`src/hw/rtl/pcom_pkg.sv`:
```
// Shared types, codes and constants of the point catalog offset matcher.
// Used by every RTL module of the block but pcom_ram, and by its checker; depends on nothing.
`default_nettype none

package pcom_pkg;

    // Defaults for the top-level parameters.
    localparam int TABLE_DEPTH_DEF = 1024;
    localparam int FRAC_BITS_DEF   = 4;

    // Match radius in whole pixels.
    localparam int MATCH_LIMIT = 3;

    // Entries in the queue between the front and the back.
    localparam int QUEUE_DEPTH = 2;

    // Field widths.
    localparam int POS_W      = 19;
    localparam int SHIFT_W    = 20;
    localparam int SUM_W      = 21;
    localparam int SIZE_W     = 15;
    localparam int INDEX_W    = 10;
    localparam int OFFSET_W   = 20;
    localparam int DIST_W     = 12;
    localparam int MATCH_W    = 16;
    localparam int APB_ADDR_W = 4;
    localparam int APB_DATA_W = 32;

    // Item mode codes.
    localparam logic [1:0] MODE_LOAD  = 2'd0;
    localparam logic [1:0] MODE_QUERY = 2'd1;
    localparam logic [1:0] MODE_CLEAR = 2'd2;

    // Register indexes of the configuration port.
    localparam logic [1:0] REG_SHIFT_X      = 2'd0;
    localparam logic [1:0] REG_SHIFT_Y      = 2'd1;
    localparam logic [1:0] REG_IMAGE_WIDTH  = 2'd2;
    localparam logic [1:0] REG_IMAGE_HEIGHT = 2'd3;

    // Reset value of both image size registers.
    localparam logic [SIZE_W-1:0] IMAGE_SIZE_RESET = 15'd2048;

    typedef enum logic [1:0] {
        CMD_LOAD  = 2'd0,
        CMD_QUERY = 2'd1,
        CMD_CLEAR = 2'd2
    } cmd_kind_t;

    typedef struct packed {
        logic [1:0]       mode;
        logic [POS_W-1:0] pos_x;
        logic [POS_W-1:0] pos_y;
    } pcom_item_t;

    typedef struct packed {
        logic [INDEX_W-1:0]         entry_index;
        logic signed [OFFSET_W-1:0] offset_x;
        logic signed [OFFSET_W-1:0] offset_y;
        logic [DIST_W-1:0]          dist_squared;
        logic [MATCH_W-1:0]         match_number;
    } pcom_result_t;

    typedef struct packed {
        logic signed [SHIFT_W-1:0] shift_x;
        logic signed [SHIFT_W-1:0] shift_y;
        logic [SIZE_W-1:0]         image_width;
        logic [SIZE_W-1:0]         image_height;
    } pcom_cfg_t;

    // One classified command from the front to the back.
    typedef struct packed {
        cmd_kind_t               kind;
        logic [POS_W-1:0]        pos_x;
        logic [POS_W-1:0]        pos_y;
        logic signed [SUM_W-1:0] sum_x;
        logic signed [SUM_W-1:0] sum_y;
    } pcom_cmd_t;

endpackage

`default_nettype wire

```
`src/hw/rtl/pcom_queue.sv`:
```
// Short command queue between the front and the back.
// Depends on pcom_pkg for the command type.
`default_nettype none

module pcom_queue
    import pcom_pkg::*;
#(
    parameter int DEPTH = QUEUE_DEPTH
) (
    input  logic      clk,
    input  logic      rst_n,
    input  logic      push_valid,
    output logic      push_ready,
    input  pcom_cmd_t push_cmd,
    output logic      pop_valid,
    input  logic      pop_ready,
    output pcom_cmd_t pop_cmd
);

    localparam int PTR_W = (DEPTH > 1) ? $clog2(DEPTH) : 1;
    localparam int CNT_W = $clog2(DEPTH + 1);

    pcom_cmd_t        entries [DEPTH];
    logic [PTR_W-1:0] wr_ptr_reg;
    logic [PTR_W-1:0] rd_ptr_reg;
    logic [CNT_W-1:0] fill_reg;
    logic             do_push;
    logic             do_pop;

    assign push_ready = (fill_reg != CNT_W'(DEPTH));
    assign pop_valid  = (fill_reg != '0);
    assign pop_cmd    = entries[rd_ptr_reg];
    assign do_push    = push_valid && push_ready;
    assign do_pop     = pop_valid && pop_ready;

    always_ff @(posedge clk or negedge rst_n)
    begin
        if (!rst_n)
        begin
            wr_ptr_reg <= '0;
            rd_ptr_reg <= '0;
            fill_reg   <= '0;
        end
        else
        begin
            if (do_push)
            begin
                wr_ptr_reg <= (wr_ptr_reg == PTR_W'(DEPTH - 1)) ? '0 : wr_ptr_reg + 1'b1;
            end
            if (do_pop)
            begin
                rd_ptr_reg <= (rd_ptr_reg == PTR_W'(DEPTH - 1)) ? '0 : rd_ptr_reg + 1'b1;
            end
            if (do_push && !do_pop)
            begin
                fill_reg <= fill_reg + 1'b1;
            end
            else if (do_pop && !do_push)
            begin
                fill_reg <= fill_reg - 1'b1;
            end
        end
    end

    always_ff @(posedge clk)
    begin
        if (do_push)
        begin
            entries[wr_ptr_reg] <= push_cmd;
        end
    end

endmodule

`default_nettype wire

```
`config.mk`:
```
export PLATFORM = sky130hd
export DESIGN_NAME = pcom_queue
export DESIGN_NICKNAME = d
export VERILOG_FILES = /design/src/hw/rtl/pcom_pkg.sv /design/src/hw/rtl/pcom_queue.sv
export SDC_FILE = /design/constraint.sdc
export NUM_CORES = 1
export LEC_CHECK = 0
export BUFFER_PORTS_ARGS = -buffer_cell sky130_fd_sc_hd__clkbuf_2
export CAP_MARGIN = 40
export CORE_MARGIN = 1.5
export CORE_UTILIZATION = 40
export DETAILED_ROUTE_END_ITERATION = 7
export HOLD_SLACK_MARGIN = 0.02
export PLACE_DENSITY = 0.66
export SLEW_MARGIN = 20
export SYNTH_ARGS = -nofsm -noshare
export SYNTH_HDL_FRONTEND = slang
export SYNTH_SLANG_ARGS = --single-unit
```
`constraint.sdc`:
```
create_clock -name clk -period 7 [get_ports clk]
set_clock_uncertainty 0.1 [all_clocks]
set_input_delay 0.7 -clock clk [delete_from_list [all_inputs] [get_ports clk]]
set_output_delay 0.7 -clock clk [all_outputs]
set_load 0.005 [all_outputs]
```
**Word-level counts from Yosys, hierarchy flattened**

Memory sizes are Yosys's and may differ from the RTL's.
Cells that the tools add are included.

- Bits in registers: 4
- Bits of input ports: 86
- Memories: 1
- Word-level logic and storage cells: 23
- Bits in writable memories: 164
- Output and inout port bits: 84

Memories:

| memory | words | width | read ports | clocked after memory_dff | write ports | line | RTL |
|---|---|---|---|---|---|---|---|
| entries | 2 | 82 | 1 | 0 | 1 | pcom_queue.sv:23 | `pcom_cmd_t entries [DEPTH];` |

- Add/sub/neg operators: 4
- Reductions and logical operators: 8
- Eq/ne operators: 1
- Multiplexer cells: 6

Operators with widths:

| operator | count |
|---|---|
| logical AND 1 bit | 4 |
| two-way mux 1 bit | 4 |
| two-way mux 2 bit | 2 |
| nonzero test 2 bit | 2 |
| adder 1 bit (second input constant) | 2 |
| adder 2 x 1 -> 2 bit (second input constant) | 1 |
| logical NOT 1 bit | 2 |
| inequality test 2 bit (second input constant) | 1 |
| subtractor 2 x 1 -> 2 bit (second input constant) | 1 |

**Logic depth before layout (Yosys ltp)**

- Depth in word-level cells: 6
- Gate-level depth with buffers: 7
- Mapped depth without buffers: 7

**Worst setup path after synthesis**

Ideal clock, no wire load.

- Kind: input to register
- Start: input port push_valid
- End: memory entries[0][0] (netlist name) (enable)
- Slack: 2169 ps
- Arrival time: 4208 ps
- Buffers on the path: 0
- Cell stages on the path: 2
- Library setup time: 523 ps
- Data required time: 6377 ps
- Path through: nand2_1 > nor2_1

- Word-level cells in the longest chain between the ends: 3

Ends and longest elaborated chain:

| item | line | RTL |
|---|---|---|
| from (decl) | pcom_queue.sv:12 | `input logic push_valid,` |
| logical AND 1 bit | pcom_queue.sv:33 | `assign do_push = push_valid && push_ready;` |
| two-way mux 1 bit | pcom_queue.sv:67 | `if (do_push)` |
| two-way mux 1 bit (implied by the code) | pcom_queue.sv:69 | `entries[wr_ptr_reg] <= push_cmd;` |
| to (decl) | pcom_queue.sv:23 |  |

No other way between the ends.

==> summary.txt <==
Worst hold path
  • Hold Crit Class: in -> reg
  • WHS Path Cells: 1

Finish
  • Antenna diodes: 0
  • Share of cells above drive strength 1: 61.57%
  • Fillers: 1314
  • Max reg flops: 164
  • # nets final: 545
  • Storage element area: 0.005029 mm2
  • Area Overhead vs Synth: 25.56%
  • Multi-input gate area: 0.001289 mm2

Critical path
  • CP top delay family: flip-flops
  • CP Class: reg -> out
  • Slowest stage delay, CP: 0.84 ns
  • WP depth: 4
  • Worst-path maximum fanout: 43
  • Required time of the critical path: 6.20 ns
  • Critical path launch point type: register
  • CP arrival: 2.40 ns
  • Slowest stage cell, crit path: dfrtp_4
  • Worst path cell trace: buf_4 > buf_16 > mux2_2 > clkbuf_2
  • R2R depth: 4
  • Buffer and inverter count on the worst path: 3
  • Setup crit end kind: primary output

Synth
  • Top FF cell, synth: edfxtp_1
  • Register area share after synthesis: 77.77%
  • Post-synthesis cell area: 0.006461 mm2
  • Synth Area in XOR/XNOR: 0.6778%
  • Ys Warns: 0
  • Yosys reg bits: 168
  • Largest cells by area after synthesis: edfxtp_1 (76%), mux2_4 (16%), buf_12 (2.2%)
  • Commonest cells in the synthesized netlist: edfxtp_1 (164), mux2_4 (70), mux2_2 (12), buf_12 (7), dfrtp_1 (4)
  • Post-synth EDFFs: 164
  • Mux cell area share after synthesis: 18.36%
  • Synth top area share: 76.22%
  • Leading area contributor after synthesis: edfxtp_1
  • Syn_area_per_cell: 23.67 um2
  • Library cells used by synthesis: 16
  • Post-Syn Instances: 273
  • Synth Area in Compound Gates: 0%
  • Post-Synth Simple-Gate Area: 0.5229%
  • Asr flop ratio synth: 2.381%
  • Most frequent cell after synthesis: edfxtp_1
  • Largest family of logic cells by synthesized area: multiplexers
  • Syn_nets: 360
  • Synthesized-area fraction occupied by adder cells: 0.1936%

Detailed routing
  • Drc violations: 0
  • Routed wire length: 10790 um
  • Antenna viol nets, final: 0
  • Via count: 3128
  • DR WL/cell: 15.70 um
  • Via density: 4.553
  • Initial DRC count: 159
  • DRT Pass-1 Iters: 4

Placed design
  • GPL Wtd Cong: 0.6695
  • DP Worst Slack: 3.973 ns
  • HPWL Detailed: 6954 um
  • # port buffers: 169

Run status
  • Status: complete, no violations

CTS
  • Reg clk slew, reported paths: 0.07 ns
  • Root buffer cell: clkbuf_16
  • CTS buffer count: 17
  • CTS Sinks: 168
  • Worst-skew pair later-pin latency: 0.41 ns
  • CTS tree: done
  • H-tree Lvls: 4
  • Longest Clk Path Bufs: 2
  • Postcts setup bufs: 0

Timing
  • Slew @ Worst Pin: 0.7998 ns
  • Final min period: 3.199 ns
  • FMAX: 312.6 MHz
  • Crit share post-route: 45.69%
  • Setup violations, final: 0
  • Slew Limit Fails: 0
  • Slew HR: 46.68%
  • Setup slack after layout: 3.801 ns
  • Setup_tns: 0 ns
  • Hold Violations, Final: 0
  • RSZ-0062 raised after global routing: no

Power and ir drop
  • Clock network power share: 27.0%
  • NetSw: 0.9030 mW
  • Worst vdd rail ir drop: 0.0001815 V
  • Total power divided by cell area: 413.8 mW/mm2
  • Comb pwr share: 28.7%
  • Total chip power: 3.357 mW
  • P_int: 2.454 mW
  • Switch share: 26.90%
  • Leak: 3.257 nW
  • Flop pwr share: 44.3%

Floorplanning
  • DIE HEIGHT: 130.1 um
  • Num ports: 170
  • # rows: 46
  • DIE WIDTH: 130.1 um
  • Die ar.: 0.01692 mm2
  • Initial Utilization: 40.82%
  • CORE AREA: 0.01583 mm2

Flow run
  • Max-cap viol count: 0

Global routing
  • Largest net degree at the start of global routing: 57
  • Tot GR Track Use: 12.98%
  • Initial antenna violation count: 1
  • Vias in the first global route: 3187
  • Grt total ovfl: 0
  • First-pass GRT wire length: 16150 um
[repair_timing]
| action | in CTS | in global routing |
|---|---|---|
| hold buffers | 1 | 0 |
| endpoints found under the hold margin | 4 | 0 |
| gates resized for setup | 0 | 0 |
[layout make-up]
cell class	instances	share of cell area [%]
clock buffer	17	5.244
clock inverter	15	1.851
sequential	168	61.98
tap	216	3.331
inverter	1	0.04627
timing repair buffer	175	11.66
multi-input combinational	95	15.89
[per-stage QoR]
stage                     utilization (%)  instance area [um2]  hold WS [ns]  cells
after detailed placement            47.26                 7480        0.3936    652
after global routing                51.26                 8113        0.3469    687
after CTS                           50.96                 8065        0.3499    685
after global placement              47.08                 7452        0.3709    651
final                               51.26                 8113        0.3719    687
after floorplan                         -                 6461        0.3044    273
[power groups by stage]
stage | registers, mW | clock network, mW | logic (mW)
finish | 1.49 | 0.905 | 0.965
global route | 1.51 | 0.969 | 1.05
CTS | 1.49 | 0.931 | 0.965
detailed placement | 1.51 | 0 | 0.963
global placement | 1.51 | 0 | 0.935
floorplan | 1.46 | 0 | 0.731
[path summary, 6_finish.rpt]
kind	startpoint	to	slack (ns)
worst min-delay path	push_cmd[60]	entries[1][60]	0.37
max in group asynchronous	rst_n	rd_ptr_reg	6.13
min in group asynchronous	rst_n	fill_reg[0]	0.52
worst max-delay path	rd_ptr_reg	pop_cmd[66]	3.80
worst max register to register	fill_reg[0]	entries[0][58]	4.95
worst min register to register	fill_reg[1]	fill_reg[1]	0.41
[layout by cell type, fill, tap and decap left out, types with 3 or more instances in the layout]
| master | n |
|---|---|
| clkinvlp_4 | 5 |
| clkbuf_16 | 17 |
| mux2_4 | 70 |
| xnor2_1 | 3 |
| dfrtp_1 | 3 |
| inv_6 | 4 |
| edfxtp_1 | 164 |
| clkbuf_2 | 169 |
| mux2_2 | 12 |
[routing by layer]
metal	part of all wire, %	track usage [%]	routed length, um	vias to the layer above
met5	0.12	0	13	-
met4	2.0	6.536	217	2
met3	7.7	5.535	826	19
met2	49	21.30	5328	109
met1	41	14.49	4400	1546
li1	-	-	-	1452
[cells by family after synthesis]
family,Yosys count
AND/OR/NAND/NOR,7
buffers and inverters,10
adder cells (fa/ha/maj),1
multiplexers,82
flip-flops,168
XOR/XNOR,5
Power figures use the tool's default switching activity.
