$ cat src/hw/rtl/pcom_pkg.sv
// Shared types, codes and constants of the point catalog offset matcher.
// Used by every RTL module of the block but pcom_ram, and by its checker; depends on nothing.
`default_nettype none

package pcom_pkg;

    // Defaults for the top-level parameters.
    localparam int TABLE_DEPTH_DEF = 1024;
    localparam int FRAC_BITS_DEF   = 4;

    // Match radius in whole pixels.
    localparam int MATCH_LIMIT = 3;

    // Entries in the queue between the front and the back.
    localparam int QUEUE_DEPTH = 2;

    // Field widths.
    localparam int POS_W      = 19;
    localparam int SHIFT_W    = 20;
    localparam int SUM_W      = 21;
    localparam int SIZE_W     = 15;
    localparam int INDEX_W    = 10;
    localparam int OFFSET_W   = 20;
    localparam int DIST_W     = 12;
    localparam int MATCH_W    = 16;
    localparam int APB_ADDR_W = 4;
    localparam int APB_DATA_W = 32;

    // Item mode codes.
    localparam logic [1:0] MODE_LOAD  = 2'd0;
    localparam logic [1:0] MODE_QUERY = 2'd1;
    localparam logic [1:0] MODE_CLEAR = 2'd2;

    // Register indexes of the configuration port.
    localparam logic [1:0] REG_SHIFT_X      = 2'd0;
    localparam logic [1:0] REG_SHIFT_Y      = 2'd1;
    localparam logic [1:0] REG_IMAGE_WIDTH  = 2'd2;
    localparam logic [1:0] REG_IMAGE_HEIGHT = 2'd3;

    // Reset value of both image size registers.
    localparam logic [SIZE_W-1:0] IMAGE_SIZE_RESET = 15'd2048;

    typedef enum logic [1:0] {
        CMD_LOAD  = 2'd0,
        CMD_QUERY = 2'd1,
        CMD_CLEAR = 2'd2
    } cmd_kind_t;

    typedef struct packed {
        logic [1:0]       mode;
        logic [POS_W-1:0] pos_x;
        logic [POS_W-1:0] pos_y;
    } pcom_item_t;

    typedef struct packed {
        logic [INDEX_W-1:0]         entry_index;
        logic signed [OFFSET_W-1:0] offset_x;
        logic signed [OFFSET_W-1:0] offset_y;
        logic [DIST_W-1:0]          dist_squared;
        logic [MATCH_W-1:0]         match_number;
    } pcom_result_t;

    typedef struct packed {
        logic signed [SHIFT_W-1:0] shift_x;
        logic signed [SHIFT_W-1:0] shift_y;
        logic [SIZE_W-1:0]         image_width;
        logic [SIZE_W-1:0]         image_height;
    } pcom_cfg_t;

    // One classified command from the front to the back.
    typedef struct packed {
        cmd_kind_t               kind;
        logic [POS_W-1:0]        pos_x;
        logic [POS_W-1:0]        pos_y;
        logic signed [SUM_W-1:0] sum_x;
        logic signed [SUM_W-1:0] sum_y;
    } pcom_cmd_t;

endpackage

`default_nettype wire

$ cat src/hw/rtl/pcom_front.sv
// Front part: accepts items, applies the shift, runs the bounds test and
// drops items that need no work. Depends on pcom_pkg.
`default_nettype none

module pcom_front
    import pcom_pkg::*;
#(
    parameter int FRAC_BITS = FRAC_BITS_DEF
) (
    input  logic       clk,
    input  logic       rst_n,
    input  pcom_cfg_t  cfg,
    input  logic       item_valid,
    output logic       item_ready,
    input  pcom_item_t item,
    output logic       cmd_valid,
    input  logic       cmd_ready,
    output pcom_cmd_t  cmd
);

    // Wide enough for the shifted point and for (size - 1) scaled up.
    localparam int BW = ((SIZE_W + 1 + FRAC_BITS > SUM_W) ? SIZE_W + 1 + FRAC_BITS : SUM_W) + 1;
    localparam logic signed [BW-1:0] LOW_BOUND = BW'(1 << FRAC_BITS);

    logic                    st_valid_reg;
    logic                    st_valid_next;
    pcom_cmd_t               st_cmd_reg;
    pcom_cmd_t               cmd_next;
    logic signed [SUM_W-1:0] sum_x;
    logic signed [SUM_W-1:0] sum_y;
    logic signed [BW-1:0]    high_x;
    logic signed [BW-1:0]    high_y;
    logic                    inside_xy;
    logic                    keep;
    logic                    accept;

    always_comb
    begin
        sum_x = SUM_W'($signed({2'b00, item.pos_x})) + SUM_W'(cfg.shift_x);
        sum_y = SUM_W'($signed({2'b00, item.pos_y})) + SUM_W'(cfg.shift_y);
        high_x = (BW'($signed({1'b0, cfg.image_width})) - BW'(1)) <<< FRAC_BITS;
        high_y = (BW'($signed({1'b0, cfg.image_height})) - BW'(1)) <<< FRAC_BITS;
        inside_xy = (BW'(sum_x) >= LOW_BOUND) && (BW'(sum_x) <= high_x) &&
                    (BW'(sum_y) >= LOW_BOUND) && (BW'(sum_y) <= high_y);

        cmd_next.pos_x = item.pos_x;
        cmd_next.pos_y = item.pos_y;
        cmd_next.sum_x = sum_x;
        cmd_next.sum_y = sum_y;
        unique case (item.mode)
            MODE_LOAD:
            begin
                cmd_next.kind = CMD_LOAD;
                keep = 1'b1;
            end
            MODE_QUERY:
            begin
                cmd_next.kind = CMD_QUERY;
                keep = inside_xy;
            end
            MODE_CLEAR:
            begin
                cmd_next.kind = CMD_CLEAR;
                keep = 1'b1;
            end
            default:
            begin
                cmd_next.kind = CMD_CLEAR;
                keep = 1'b0;
            end
        endcase
    end

    assign item_ready = !st_valid_reg || cmd_ready;
    assign accept     = item_valid && item_ready;
    assign cmd_valid  = st_valid_reg;
    assign cmd        = st_cmd_reg;

    always_comb
    begin
        st_valid_next = st_valid_reg;
        if (accept)
        begin
            st_valid_next = keep;
        end
        else if (cmd_ready)
        begin
            st_valid_next = 1'b0;
        end
    end

    always_ff @(posedge clk or negedge rst_n)
    begin
        if (!rst_n)
        begin
            st_valid_reg <= 1'b0;
        end
        else
        begin
            st_valid_reg <= st_valid_next;
        end
    end

    always_ff @(posedge clk)
    begin
        if (accept)
        begin
            st_cmd_reg <= cmd_next;
        end
    end

endmodule

`default_nettype wire

$ cat config.mk
export PLATFORM = sky130hd
export DESIGN_NAME = pcom_front
export DESIGN_NICKNAME = d
export VERILOG_FILES = /design/src/hw/rtl/pcom_pkg.sv /design/src/hw/rtl/pcom_front.sv
export SDC_FILE = /design/constraint.sdc
export NUM_CORES = 1
export LEC_CHECK = 0
export ABC_CLOCK_PERIOD_IN_PS = 4150
export BUFFER_PORTS_ARGS = -buffer_cell sky130_fd_sc_hd__buf_2
export CAP_MARGIN = 20
export CORE_UTILIZATION = 51
export DETAILED_ROUTE_END_ITERATION = 8
export PLACE_DENSITY = 0.89
export SYNTH_ARGS = -nofsm -noshare
export SYNTH_HDL_FRONTEND = slang
export SYNTH_SLANG_ARGS = --single-unit
$ cat constraint.sdc
create_clock -name clk -period 4.15 [get_ports clk]
set_clock_uncertainty 0.15 [all_clocks]
set_input_delay 0.2075 -clock clk [delete_from_list [all_inputs] [get_ports clk]]
set_output_delay 0.2075 -clock clk [all_outputs]
set_load 0.02 [all_outputs]
[Yosys cells after proc, flatten, opt, wreduce, memory -nomap -nowiden]
Cells that the tools add are included.
Widths: inputs -> output; s select.
Cells by class
  eq/ne operators: 2
  $lt $le $gt $ge: 4
  mux-type cells: 4
  reductions and logical operators: 9
  $add $sub $neg: 4
Operators with widths (number)
  $add 20x20->21: 2
  $ge 21x6->1 const B: 2
  $le 21x20->1: 2
  $sub 15x1->16 const B: 2
  $logic_and 1x1->1: 4
  $pmux 2 s2: 1
  $eq 2x1->1 const B: 1
  $eq 2x2->1 const B: 1
  $logic_not 2->1: 1
  $mux 1: 2
  $pmux 1 s2: 1
  $reduce_bool 2->1: 1
  $reduce_or 2->1: 1
  $logic_not 1->1: 1
  $logic_or 1x1->1: 1
Storage, ports and cells
  word-level logic and storage cells: 29
  output and inout port bits: 84
  register bits after elaboration: 83
  input port bits: 114

[Logic depth before layout (Yosys ltp)]
Gate-level depths: netlist of the first run.
  depth after elaboration: 7
  gate-level depth with buffers: 20
  mapped depth without buffers: 20

[Least setup slack after synthesis of the first run]
No wires, ideal clock.
  kind: input to register
  start: in cfg[30] (netlist name)
  end: reg st_valid_reg, in the netlist cmd_valid
  setup time: 0.066 ns
  data arrival time: 3.657 ns
  path slack: 0.277 ns
  cell stages on the path: 20
  data required time: 3.934 ns
  buffers on the path: 0
  cells stage by stage: ha_1 -> inv_1 -> fa_1 -> nand2b_1 -> a21oi_1 -> o21ai_0 -> o21ai_0 -> a311o_1 -> a21o_1 -> a211oi_1 -> a21oi_1 -> ha_1 -> a21o_1 -> a211o_1 -> o21a_1 -> o21ai_0 -> o21ai_0 -> o31ai_1 -> o41a_1 -> o311a_1
RTL lines
  start: declaration: RTL line pcom_front.sv:12  | input pcom_cfg_t cfg,
  end signal: assignment: RTL line pcom_front.sv:100  | st_valid_reg <= st_valid_next;
  end: declaration: RTL line pcom_front.sv:25  | logic st_valid_reg;

==> results.toml, run 1 <==
[yosys]
yosys_most_used_dff = "edfxtp_1"
synth_cell_types = 54
yosys.area.top_type = "edfxtp_1"
synth.most_common_cell = "edfxtp_1"
avgSynthCellArea_um2 = 11.1
synth_fp_nets = 692
synth.area.top_cells = "edfxtp_1 (44%), ha_1 (16%), xnor2_1 (5.3%), xor2_1 (4.1%), a21oi_1 (2.9%)"
synth-edff-count = 82
syn_inst = 504
ys_seq_elements = 83
async_flop_share = 0.0120
netlist_area_um2 = 5610
synth_top_cell_area_share = 0.439
ys_seq_area_frac = 0.443
synth_commonest_cells = "edfxtp_1 (82), ha_1 (72), xnor2_1 (34), a21oi_1 (33), nand2_1 (30)"
ys_warn_count = 0

[drt]
vias = 5213
drt_wl_total_um = 15900
wl_per_cell_um = 17.6
wl_met2_um = 8040
drc = 0
routed.top_layer = "met4"
ant_nets = 0
dr.pass1.iters = 5
routed_via_density = 5.76
wl_met3_um = 1280
drt_iter0_markers = 282
wl_met1_um = 6040

[setup_path]
reg2reg_setup_slack_ns = 0.93
start_kind = "input pin"
critPathCapture = "cmd_valid$_DFFE_PN0P_"
cp_max_fo = 5
critPathLaunch = "item[13]"
r2r.worst_path.cells = 9
cp.required_ns = 4.31
r2r_end = "cmd_valid$_DFFE_PN0P_"
crit_arrival_ns = 4.17
r2r-start = "cmd_valid$_DFFE_PN0P_"
path_class = "in2reg"
worstSetupEndpointType = "register"

[power_and_ir_drop]
power.density_nw_per_um2 = 359
p_leak_nw = 3.28
peakVddDrop_mv = 0.241
total_power_mw = 2.72

[floorplan]
start_util = 0.534
coreArea_um2 = 10500
io_pins = 198
dieHeight_um = 107
floorplan.rows = 37
die-area_um2 = 11400
die_w_um = 107

[cells_and_area]
insertedDiodeCount = 0
syn_to_final_growth_pct = 35.0
fin_nets = 952
fin_util = 0.721
layout-drive-gt1-share = 0.320
postLayoutCellArea_um2 = 7580

[grt]
grt_pass1_vias = 5241
grt_pass1_wl_um = 24300
grt_overflow = 0
grt_max_degree = 83
grt_use_total = 0.276
antenna_found_initial = 0

[placement]
dpl_cell_area_um2 = 6850
gp_congestion = 0.874
io_buffers = 197
dp_hpwl_um = 11900

[clocking]
cts-root-buf = "clkbuf_8"
post_cts_buffers = 0
cts_buffers = 9
clk_pin_slew_worst_paths_ns = 0.09
clk_path_buf_depth = 2
cts_tree = "done"
insertion_delay_ns = 0.36
h-tree-depth = 3
cts.sinks = 83

[sta]
clock.fmax_mhz = 249
holdWs_ns = 0.0442
tns_ns = 0
timing.final.hold_violations = 0
slew_headroom = 0.636
finalSetupViolations = 0
fin_crit_sh = 0.967
drv_slew = 0
worst-slew-pin-transition_ns = 0.543
period_needed_ns = 4.01

[flow_run]
max-cap-violations = 0

[outcome]
status = "finished clean"

[min_path]
hold_class = "in2reg"
metrics by stage:
stage	std cells	worst slack [ns]
2_1_floorplan	504	0.277
3_3_place_gp	847	-0.00536
3_5_place_dp	847	-0.114
4_1_cts	904	0.0758
5_1_grt	905	-0.0222
6_report	905	0.139
report_power, final:
| group | internal [mW] | switching [mW] |
|---|---|---|
| sequential | 1.04 | 0.0236 |
| combinational | 0.397 | 0.582 |
| clock | 0.342 | 0.335 |
| total | 1.78 | 0.940 |
logic make-up after synthesis:
logic type                 Yosys count  synth area share
AOI/OAI and AO/OA                  119             0.140
DFF                                 83             0.443
adders and majority gates           74             0.168
xor gates and xnor gates            61            0.0965
muxes                                1           0.00178
and+or+nand+nor                    142             0.134
buffers and inverters               24            0.0174
final cells by class:
type                       count  area (µm²)
clock inverter                 7        97.6
sequential                    83        2490
fill                         723        2930
clock buffer                   9         124
tap                          136         170
inverter                      20        75.1
multi-input combinational    397        3090
timing repair buffer         253        1530
worst max-delay path: stages:
cell and delay [ns]:
dlygate4sd3_1 0.54, buf_2 0.13, ha_2 0.30, a21o_1 0.21, a21oi_1 0.15, nor2_1 0.05, a311o_1 0.32, a21o_1 0.21
a211oi_2 0.24, a21oi_2 0.07, ha_1 0.30, a21o_1 0.18, a211o_1 0.31, nor4_2 0.26, o21ai_1 0.10, o31ai_1 0.24
o41a_1 0.19, o311a_1 0.16
flip-flops by register name, summed over array words and instances (netlist names):
| signal | count |
|---|---|
| cmd_valid | 1 |
| cmd | 82 |
layout by cell type (no fill, tap or decap), drive strengths merged, types with 2 or more instances in the layout:
cell and instances:
nand4 9, a211o 3, clkinvlp 2, ha 72, fa 2, inv 22, dlygate4sd3 41, nand3b 4
xor2 26, or3 4, o211ai 6, a21oi 34, a211oi 6, clkbuf 9, nor2 29, and2 3
nand2b 13, nor4b 2, nor2b 5, nor3 13, a31oi 6, a21o 11, and3 2, nand3 7
edfxtp 82, nand2 30, nand4b 2, buf 212, a21boi 3, xnor2 35, bufinv 2, or4 7
nor4 9, o21a 8, o31ai 3, o2111ai 2, o21ai 25
worst min path at each step:
| stage | start | end | slack, ns | cells after the start |
|---|---|---|---|---|
| 4_1_cts | item[38] | cmd[80]$_DFFE_PP_ | 0.04 | 3 |
| 3_5_place_dp | rst_n | cmd_valid$_DFFE_PN0P_ | -0.16 | 1 |
| 3_3_place_gp | rst_n | cmd_valid$_DFFE_PN0P_ | -0.17 | 1 |
| 5_1_grt | item[0] | cmd[0]$_DFFE_PP_ | 0.05 | 2 |
| 2_1_floorplan | rst_n | cmd_valid$_DFFE_PN0P_ | -0.24 | 0 |
| 6_report | cfg[50] | cmd[21]$_DFFE_PP_ | 0.04 | 2 |
routing by layer:
layer | vias up | global-route usage
li1 | 2460 | -
met1 | 2415 | 0.309
met2 | 286 | 0.494
met3 | 52 | 0.0620
met4 | 0 | 0.129
met5 | - | 0
timing repair:
action	CTS	global route
hold endpoints to repair	41	0
setup endpoints to repair	0	1
hold buffers	41	0
resized for setup	0	14
(Power assumes the default switching activity.)
==> run 2: changes to the inputs <==
- ABC_AREA: unset -> 1
- CORE_UTILIZATION: 51 -> 53
- PLACE_DENSITY: 0.89 -> 0.9
- SKIP_CTS_REPAIR_TIMING: unset -> 1
==> run 2 against run 1 <==
The run now ends with negative hold slack left. Via count up 27%. Largest power group unchanged. Area after synthesis increased by 18%. Fmax up 4.3%. Highest routed layer unchanged. Cell count grew 39%.
==> results.toml, run 2 <==
[sta]
holdWs_ns = -0.00560
drv_slew = 0
slew_headroom = 0.663
fin_crit_sh = 0.926
finalSetupViolations = 0
worst-slew-pin-transition_ns = 0.501
period_needed_ns = 3.84
clock.fmax_mhz = 260
timing.final.hold_violations = 1

[setup_path]
cp_max_fo = 4
cp.required_ns = 4.24
cp_slowest_stage_delay_ns = 0.54
crit_arrival_ns = 3.94
start_kind = "input pin"
worstSetupEndpointType = "register"
worst_path_max_delay_cell = "dlygate4sd3_1"
critPathBufInv = 6
cp_common_cell = "nand2_1"
crit_family = "simple AND/OR/NAND/NOR gates"
path_class = "in2reg"

[yosys]
async_flop_share = 0.0120
synth.most_common_cell = "nand2_1"
yosys.area.top_type = "edfxtp_1"
netlist_area_um2 = 6630
synth-edff-count = 82
synth_fp_nets = 1025
synth_top_cell_area_share = 0.371
synth.area.top_cells = "edfxtp_1 (37%), ha_1 (14%), nand2_1 (13%), inv_1 (6.3%), nor2_1 (4.9%)"
ys_seq_area_frac = 0.375
yosys_most_used_dff = "edfxtp_1"
synth_commonest_cells = "nand2_1 (227), inv_1 (111), nor2_1 (86), edfxtp_1 (82), ha_1 (72)"
ys_warn_count = 0
synth_cell_types = 37
syn_inst = 837
ys_seq_elements = 83
avgSynthCellArea_um2 = 7.93

[floorplan]
die_w_um = 114
start_util = 0.548
dieHeight_um = 114
die-area_um2 = 13000
floorplan.rows = 40
coreArea_um2 = 12100
io_pins = 198

[drt]
routed_via_density = 5.25
dr.pass1.iters = 5
vias = 6621
drt_iter0_markers = 362
drc = 0
drt_wl_total_um = 19000
wl_per_cell_um = 15.1
ant_nets = 0

[clocking]
h-tree-depth = 3
cts_buffers = 9
insertion_delay_ns = 0.35
cts-root-buf = "clkbuf_16"
clk_pin_slew_worst_paths_ns = 0.06
clk_path_buf_depth = 2
cts.sinks = 83
cts_tree = "done"

[grt]
grt_max_degree = 50
grt_pass1_vias = 6233
grt_use_total = 0.283
antenna_found_initial = 0
grt_pass1_wl_um = 28400
grt_overflow = 0

[power_and_ir_drop]
p_comb_frac = 0.357
clkPwrFrac = 0.265
p_seq_frac = 0.379
peakVddDrop_mv = 0.240
p_leak_nw = 4.22
p_switching_mw = 0.984
power.density_nw_per_um2 = 323
p_sw_frac = 0.356
intPower_mw = 1.78

[min_path]
hold_class = "in2reg"

[cells_and_area]
syn_to_final_growth_pct = 28.9
largest_register_ffs = 82
fin_util = 0.706
layout_commonest_cell = "nand2_1"
layout_common_cells = "nand2_1 (227), buf_2 (197), inv_1 (111)"
fin_nets = 1275
stdcell_count = 1261
layout-drive-gt1-share = 0.219

[placement]
dp_hpwl_um = 14800
io_buffers = 197
gp_congestion = 0.991
dp.cells = 1202

[flow_run]
max-cap-violations = 0

[outcome]
status = "finished, violations left"
violations = "negative hold slack"
## run 2: path summary, 6_finish.rpt
path,slack (ns),cells after the start,endpoint,start
setup / recovery,0.31,29,cmd_valid$_DFFE_PN0P_,item[0]
hold / removal,-0.006,4,cmd_valid$_DFFE_PN0P_,item[38]
setup reg to reg,2.34,3,cmd[23]$_DFFE_PP_,cmd_valid$_DFFE_PN0P_
hold reg to reg,0.50,2,cmd_valid$_DFFE_PN0P_,cmd_valid$_DFFE_PN0P_
max in group asynchronous,3.72,2,cmd_valid$_DFFE_PN0P_,rst_n
min in group asynchronous,0.05,2,cmd_valid$_DFFE_PN0P_,rst_n
## run 2: worst min-delay path: cells and delay by family
| kind | cells | cell delay (ns) |
|---|---|---|
| buffers and inverters | 1 | 0.09 |
| and+or+nand+nor | 3 | 0.15 |
## run 2: layout make-up
type	count	area [µm²]
inverter	111	417
clock inverter	6	32.5
clock buffer	10	229
antenna	1	2.50
multi-input combinational	642	3740
tap	168	210
sequential	83	2490
fill	981	3560
timing repair buffer	240	1440
## run 2: power groups by stage
stage / sequential [mW] / combinational [mW] / clock (mW)
final: 1.05 / 0.985 / 0.730
after floorplan: 1.16 / 0.529 / 0
after global routing: 1.05 / 1.09 / 0.773
after detailed placement: 1.06 / 0.934 / 0
after global placement: 1.06 / 0.910 / 0
after CTS: 1.05 / 0.941 / 0.736
## run 2: layer usage
layer,wire length (µm),part of all wire,up-vias,track usage
met2,9830,0.52,261,0.512
met5,0,0,-,0
li1,-,-,3302,-
met1,7240,0.38,2998,0.316
met4,935,0.049,0,0.152
met3,1000,0.053,60,0.0499
## run 2: cell families (layout without fill, tap and decap cells)
logic type      Yosys count  after routing  share of synthesized area
simple gates            448            448                      0.299
compound gates           80             80                     0.0677
other cells               0              1                          0
buf+inv                 112            367                     0.0634
fa+ha+maj                74             74                      0.142
flops                    83             83                      0.375
xor+xnor                 40             40                     0.0528
## run 2: metrics by stage
| stage | hold slack, ns | setup TNS, ns | setup slack (ns) | cell area, µm² | power, mW |
|---|---|---|---|---|---|
| global placement | -0.167 | 0 | 0.714 | 7860 | 1.97 |
| global route | 0.00800 | -0.0161 | -0.0161 | 8550 | 2.92 |
| floorplan | -0.238 | 0 | 0.842 | 6640 | 1.69 |
| finish | -0.00560 | 0 | 0.305 | 8550 | 2.76 |
| CTS | -0.536 | 0 | 0.928 | 8120 | 2.72 |
| detailed placement | -0.162 | 0 | 0.560 | 7860 | 2.00 |
==> run 3: changes to the inputs <==
- CORE_ASPECT_RATIO: unset -> 0.5
==> run 3 against run 2 <==
The flow still finishes with violations (negative hold slack). Setup slack improved by 0.12 ns. Largest cell class unchanged. Routed wire length grew 2.8%. Critical path depth up 2.
==> results.toml, run 3 (synthesis results as in run 2) <==
[outcome]
status = "finished, violations left"
violations = "negative hold slack"

[setup_path]
worst_path_max_delay_cell = "dlygate4sd3_1"
worstSetupEndpointType = "register"
cp_common_cell = "nand2_1"
cp.required_ns = 4.23
start_kind = "input pin"
cp_slowest_stage_delay_ns = 0.52
path_class = "in2reg"
reg2reg_setup_slack_ns = 2.39
crit_arrival_ns = 3.81
cp_max_fo = 5

[grt]
grt_pass1_wl_um = 30100
grt.met2_usage = 0.533
grt_max_degree = 34
use_met3 = 0.0516
grt_overflow = 0
grt.busiest_layer = "met2"
grt_pass1_vias = 6337
use_met1 = 0.358
antenna_found_initial = 0
grt_use_total = 0.296

[clocking]
h-tree-depth = 3
clk_pin_slew_worst_paths_ns = 0.06
cts_buffers = 9
clk_path_buf_depth = 2
cts-root-buf = "clkbuf_16"
cts.sinks = 83
cts_tree = "done"
insertion_delay_ns = 0.34

[cells_and_area]
syn_to_final_growth_pct = 29.9
largest_register_ffs = 82
layout_common_cells = "nand2_1 (227), buf_2 (197), inv_1 (111)"
fill_cells = 950
fin_nets = 1276
layout_commonest_cell = "nand2_1"
insertedDiodeCount = 0
fin_util = 0.717
layout-drive-gt1-share = 0.220

[drt]
routed_via_density = 5.35
drt_wl_total_um = 19500
dr.pass1.iters = 5
wl_per_cell_um = 15.5
vias = 6725
ant_nets = 0
drt_iter0_markers = 608
drc = 0

[floorplan]
dieHeight_um = 81.1
floorplan.rows = 28
die-area_um2 = 13000
die_w_um = 160
start_util = 0.552
coreArea_um2 = 12000
io_pins = 198

[sta]
finalSetupViolations = 0
slew_headroom = 0.666
clock.fmax_mhz = 268
tns_ns = 0
timing.final.hold_violations = 1
worst-slew-pin-transition_ns = 0.497
period_needed_ns = 3.73
grt_setup_unrepaired = "false"
fin_crit_sh = 0.898
drv_slew = 0
holdWs_ns = -0.00935

[placement]
gp_congestion = 0.980
dp_hpwl_um = 15300
io_buffers = 197

[power_and_ir_drop]
peakVddDrop_mv = 0.230
total_power_mw = 2.97
power.density_nw_per_um2 = 344
p_leak_nw = 4.26

[flow_run]
max-cap-violations = 0

[min_path]
hold_class = "in2reg"
==> run 3: path summary, 6_finish.rpt <==
| path | start | endpoint | cells after the start |
|---|---|---|---|
| min | item[38] | cmd_valid$_DFFE_PN0P_ | 4 |
| min reg2reg | cmd_valid$_DFFE_PN0P_ | cmd_valid$_DFFE_PN0P_ | 2 |
| max | item[19] | cmd_valid$_DFFE_PN0P_ | 31 |
| max in group asynchronous | rst_n | cmd_valid$_DFFE_PN0P_ | 2 |
| min in group asynchronous | rst_n | cmd_valid$_DFFE_PN0P_ | 2 |
| max reg2reg | cmd_valid$_DFFE_PN0P_ | cmd[43]$_DFFE_PP_ | 2 |
==> run 3: layout make-up <==
type / instances / area, µm² / area share
Inverter: 111 / 417 / 0.0483
Multi-Input combinational cell: 642 / 3740 / 0.434
Clock buffer: 10 / 229 / 0.0266
Timing Repair Buffer: 241 / 1440 / 0.167
Clock inverter: 6 / 104 / 0.0120
Tap cell: 165 / 206 / 0.0240
Sequential cell: 83 / 2490 / 0.289
==> run 3: per-stage QoR <==
stage	instances	instance area, µm²	setup WS, ns	hold slack, ns
floorplan	837	6640	0.842	-0.238
global placement	1200	7850	0.721	-0.165
detailed placement	1200	7850	0.472	-0.161
CTS	1216	8180	0.806	-0.526
global route	1258	8620	0.0780	0.0113
finish	1258	8620	0.424	-0.00935
==> run 3: metal layers <==
metal,part of all wire,wire (µm),up-vias
met4,0.030,582,0
met3,0.060,1180,60
met1,0.42,8210,3073
li1,-,-,3314
met2,0.49,9550,278
met5,0,0,-
==> run 3: worst max-delay path: cells and delay by family <==
family	cells	cell delay (ns)
adders and majority gates	3	0.97
buffers and inverters	4	0.85
and+or+nand+nor	24	1.77
==> run 3: where the power goes <==
part	total (mW)	switching [mW]	leakage, nW	internal, mW
sequential	1.04	0.0184	0.801	1.02
combinational	0.995	0.642	3.30	0.354
clock	0.928	0.344	0.164	0.585
